### src/hdl/lpmt_pkg.sv
// Package for the longest prefix match table.
// Word types, controller/datapath command and status, code constants.
// No dependencies.
`timescale 1ns / 1ps
`default_nettype none

package lpmt_pkg;

    localparam logic [1:0] OP_LOOKUP = 2'd0;
    localparam logic [1:0] OP_ADD    = 2'd1;
    localparam logic [1:0] OP_DELETE = 2'd2;

    localparam logic [1:0] RSP_HIT     = 2'd0;
    localparam logic [1:0] RSP_MISS    = 2'd1;
    localparam logic [1:0] RSP_FULL    = 2'd2;
    localparam logic [1:0] RSP_BAD_LEN = 2'd3;

    localparam logic [7:0]  LEN_MAX_V4 = 8'd32;
    localparam logic [7:0]  LEN_MAX_V6 = 8'd128;
    localparam logic [31:0] ALL_ONES32 = 32'hFFFF_FFFF;

    typedef struct packed {
        logic [1:0]  operation;
        logic        is_ipv6;
        logic [63:0] address_high;
        logic [63:0] address_low;
        logic [7:0]  prefix_length;
        logic [23:0] network_id;
        logic [31:0] entry_data;
    } t_req;

    typedef struct packed {
        logic [1:0]  status;
        logic        found;
        logic [31:0] result_value;
    } t_rsp;

    typedef struct packed {
        logic         valid;
        logic         is_v6;
        logic [23:0]  network;
        logic [127:0] prefix;
        logic [7:0]   length;
        logic [31:0]  value;
    } t_row;

    typedef struct packed {
        logic in_ready;
        logic load;
        logic clear;
        logic read;
        logic finish;
    } t_cmd;

    typedef struct packed {
        logic out_busy;
    } t_sts;

endpackage

`default_nettype wire

### src/hdl/lpmt_ctrl.sv
// Controller for the prefix table: clearing pass, slot scan, finish.
// Depends on lpmt_pkg.
`timescale 1ns / 1ps
`default_nettype none

module lpmt_ctrl
    import lpmt_pkg::*;
#(
    parameter int TABLE_ENTRIES = 64,
    localparam int AW = $clog2(TABLE_ENTRIES),
    localparam int IW = $clog2(TABLE_ENTRIES + 1)
) (
    input  wire logic          i_clk,
    input  wire logic          i_rst_n,
    input  wire logic          i_in_valid,
    input  wire t_sts          i_sts,
    output t_cmd               o_cmd,
    output logic [AW-1:0]      o_addr
);

    typedef enum logic [3:0] {
        ST_CLEAR  = 4'b0001,
        ST_IDLE   = 4'b0010,
        ST_SCAN   = 4'b0100,
        ST_FINISH = 4'b1000
    } t_state;

    t_state        r_state, n_state;
    logic [IW-1:0] r_idx, n_idx;

    always_comb begin
        n_state = r_state;
        n_idx   = r_idx;
        o_cmd   = '0;
        case (r_state)
            ST_CLEAR: begin
                o_cmd.clear = 1'b1;
                n_idx       = r_idx + IW'(1);
                if (r_idx == IW'(TABLE_ENTRIES - 1)) begin
                    n_state = ST_IDLE;
                end
            end
            ST_IDLE: begin
                o_cmd.in_ready = 1'b1;
                if (i_in_valid) begin
                    o_cmd.load = 1'b1;
                    n_idx      = '0;
                    n_state    = ST_SCAN;
                end
            end
            ST_SCAN: begin
                n_idx = r_idx + IW'(1);
                if (r_idx == IW'(TABLE_ENTRIES)) begin
                    n_state = ST_FINISH;
                end else begin
                    o_cmd.read = 1'b1;
                end
            end
            ST_FINISH: begin
                if (!i_sts.out_busy) begin
                    o_cmd.finish = 1'b1;
                    n_state      = ST_IDLE;
                end
            end
            default: begin
                n_state = ST_IDLE;
            end
        endcase
    end

    assign o_addr = r_idx[AW-1:0];

    always_ff @(posedge i_clk) begin
        if (!i_rst_n) begin
            r_state <= ST_CLEAR;
            r_idx   <= '0;
        end else begin
            r_state <= n_state;
            r_idx   <= n_idx;
        end
    end

    a_load_to_scan: assert property (@(posedge i_clk) disable iff (!i_rst_n)
        o_cmd.load |=> r_state == ST_SCAN)
        else $error("load did not start a scan");

    a_scan_end: assert property (@(posedge i_clk) disable iff (!i_rst_n)
        (r_state == ST_SCAN && r_idx == IW'(TABLE_ENTRIES)) |=> r_state == ST_FINISH)
        else $error("scan overran the table");

    a_finish_idle: assert property (@(posedge i_clk) disable iff (!i_rst_n)
        o_cmd.finish |=> (r_state == ST_IDLE && o_cmd.in_ready))
        else $error("finish did not return to idle");

    a_no_rd_wr: assert property (@(posedge i_clk) disable iff (!i_rst_n)
        !(o_cmd.read && (o_cmd.finish || o_cmd.clear || o_cmd.in_ready)))
        else $error("read issued outside scan");

endmodule

`default_nettype wire

### config.mk
export PLATFORM = sky130hd
export DESIGN_NAME = lpmt_ctrl
export DESIGN_NICKNAME = d
export VERILOG_FILES = /design/src/hdl/lpmt_pkg.sv /design/src/hdl/lpmt_ctrl.sv
export SDC_FILE = /design/constraint.sdc
export NUM_CORES = 1
export LEC_CHECK = 0
export BUFFER_PORTS_ARGS = -buffer_cell sky130_fd_sc_hd__buf_2
export CAP_MARGIN = 20
export CORE_AREA = 2 2 39 41
export CTS_CLUSTER_SIZE = 20
export DETAILED_ROUTE_END_ITERATION = 8
export DIE_AREA = 0 0 41 43
export GPL_TIMING_DRIVEN = 0
export PLACE_DENSITY_LB_ADDON = 0.08
export SETUP_SLACK_MARGIN = 0.1
export SYNTH_ARGS = -nofsm -noshare
export SYNTH_HDL_FRONTEND = slang
export SYNTH_SLANG_ARGS = --single-unit
### constraint.sdc
create_clock -name i_clk -period 4.85 [get_ports i_clk]
set_input_delay 0.485 -clock i_clk [delete_from_list [all_inputs] [get_ports i_clk]]
set_output_delay 0.485 -clock i_clk [all_outputs]
set_load 0.02 [all_outputs]
==> results.txt <==
status: finished clean
dpl ws: 3019 ps
Period minus WS final: 2106 ps
post-cts sizing count: 0
vias in the first global route: 495
port bufs: 14
CP max stage delay: 430 ps
gr ovfl total: 0
pwr dens: 334.4 mW/mm^2
clock buffer depth: 2
Synth cell types: 30
Initial Util: 48.64%
clk_lat worst skew: 270 ps
total wire length: 1342 um
total CTS buffers: 3
sequence of cells on the critical path: inv_1 > ha_1 > nand4bb_1 > o31ai_1 > inv_1 > buf_2
peak supply drop: 154.5 uV
Placer Congestion: 0.7088
Antenna Violating Nets Remaining: 0
commonest non-fill, non-tap cell in the layout: buf_2
flop and latch count out of synthesis: 11
final core utilization: 57.05%
most frequent cells in the layout: buf_2 (15), dfxtp_1 (11), nand2_1 (10), buf_4 (8), a21oi_1 (6)
Clock Tree Root: clkbuf_4
Area Overhead vs Synth: 17.29%
CP Launch Type: flop
Final Cycle Share: 43.42%
f_max: 0.4749 GHz
initial antenna violation count: 0
syn nets: 83
share of layout cells above drive strength 1: 32.63%
DR DRC count: 0
CTS Hold Bufs: 0
Sink Count: 11
Final nets: 102
critical path capture point type: output pin
Fin. Hold Viols: 0
Tot Pwr: 264.0 uW
Worst EP required: 4370 ps
Starting DRT DRC Count: 10
Placed Area: 763.2 sq um
clk slew on worst S/H paths: 80 ps
Synth area leaders: dfxtp_1 (33%), buf_4 (8.9%), a311oi_1 (6.5%), nand2_1 (5.6%), a21oi_1 (4.5%)
HPWL after DPL: 1017 um
Slew @ Worst Pin: 479.1 ps
count of final max-slew check failures: 0
Rows: 14
htree depth: 1
n_diodes: 0
Arr. time, crit path: 1620 ps
post-synthesis sequential area ratio: 32.71%
Die W: 41 um
chip height: 43 um
Pleak: 0.3459 nW
top-area cell type share of the netlist area: 32.71%
Mapped Area: 673.1 sq um
unrepaired setup endpoints after global routing: false
pin count of the biggest net entering global routing: 11
Boundary Pins: 15
Mapped Avg Cell Area: 8.742 sq um
post-CTS setup-driven buffer insertion count: 0
Most common cell on crit path: inv_1
Worst Hold Class: input pin to flop
via count: 611
Setup TNS: 0 ps
maximum capacitance violations: 0
DR WL/cell: 12.09 um
largest area contributor in the synthesized netlist: dfxtp_1
CP Class: flop to output pin
vias per cell: 5.505
Rel. slew slack: 67.79%
post-route setup slack: 2744 ps
CP max FO: 5
Syn Inst Count: 77
TritonRoute pass-1 iters: 4
design area: 789.5 sq um
total core area: 0.001384 sq mm
Yosys warnings: 0
Clock Skews: 7.633 ps
crit path buf inv count: 3
Crit path max-delay family: compound AO/OA/AOI/OAI gates
slowest CP cell: o31ai_1
TritonCTS clock tree: done
final setup vio count: 0
global-route usage over all layers: 18.69%
die footprint: 0.001763 sq mm
first-pass GRT wire length: 2214 um
## final timing paths
kind                            slack, ps  cells after the start    endpoint      from
worst max-delay path                 2740                      6    o_cmd[1]  r_idx[0]
worst min-delay path                  400                      2  r_state[0]   i_rst_n
worst max register to register       2990                      6  r_state[1]  r_idx[0]
worst min register to register        540                      2    r_idx[0]  r_idx[0]
## worst reg2reg max path, stage by stage, from the launching register on
cell,delay [ps]
dfxtp_1,350
inv_1,90
ha_1,160
nand4bb_1,100
o31ai_1,430
o311ai_1,260
a2111oi_2,390
## cell families (layout without fill, tap and decap cells)
| kind of cell | count (synthesis) | count (layout) | share of synthesized area [%] |
|---|---|---|---|
| AOI/OAI and AO/OA | 22 | 22 | 24.54 |
| xor gates and xnor gates | 1 | 1 | 1.301 |
| adders and majority gates | 2 | 2 | 3.717 |
| buffers and inverters | 15 | 33 | 13.01 |
| DFF | 11 | 11 | 32.71 |
| muxes | 1 | 1 | 1.487 |
| and+or+nand+nor | 25 | 25 | 23.24 |
## per-stage QoR
stage | hold WS (ps) | std cells
CTS | 402.9 | 111
floorplan | 487.6 | 77
finish | 403.1 | 111
global placement | 515.6 | 107
global route | 401.2 | 111
detailed placement | 530.4 | 107
## cell usage after synthesis
cell / count
nand2_1: 10
clkinv_1: 1
and3_1: 1
a41oi_1: 2
o31ai_1: 1
inv_1: 5
o311ai_1: 1
nor4_1: 1
o31ai_2: 1
nor3_2: 1
or2b_1: 1
a311oi_1: 5
a31oi_1: 1
dfxtp_1: 11
ha_1: 2
a21oi_1: 6
nor3b_1: 2
mux2i_1: 1
buf_2: 1
nand4bb_1: 1
nand2b_1: 1
buf_4: 8
o21ai_0: 3
nor2_1: 2
nor4b_1: 1
a2bb2oi_1: 1
xnor2_1: 1
nand3_1: 2
a2111oi_2: 1
nor4b_2: 2
## flip-flops by register name, indices dropped and copies added, names as in the netlist
name	flops
r_state	4
r_idx	7
## report_power, final
part | internal, mW | switching (mW)
Sequential | 0.0980 | 0.0128
Clock | 0.0318 | 0.0320
Combinational | 0.0402 | 0.0491
Total | 0.170 | 0.0939
## layer usage
metal / share of wire (%) / vias up / track usage (%)
li1: - / 315 / -
met1: 49 / 278 / 25.25
met2: 43 / 14 / 26.25
met3: 4.8 / 4 / 3.141
met4: 2.7 / 0 / 12.00
met5: 0 / - / 0
## area by class of cell
class                   instances  area (sq um)
plain buffers                   9         65.06
well taps                      16         20.02
flip-flops and latches         11         220.2
repair buffers                 14         70.07
inverters                       6         22.52
clock buffers                   4         26.28
fillers                       127         594.3
multi-input cells              51         365.4
No activity file was read; power rests on OpenSTA's default activity.
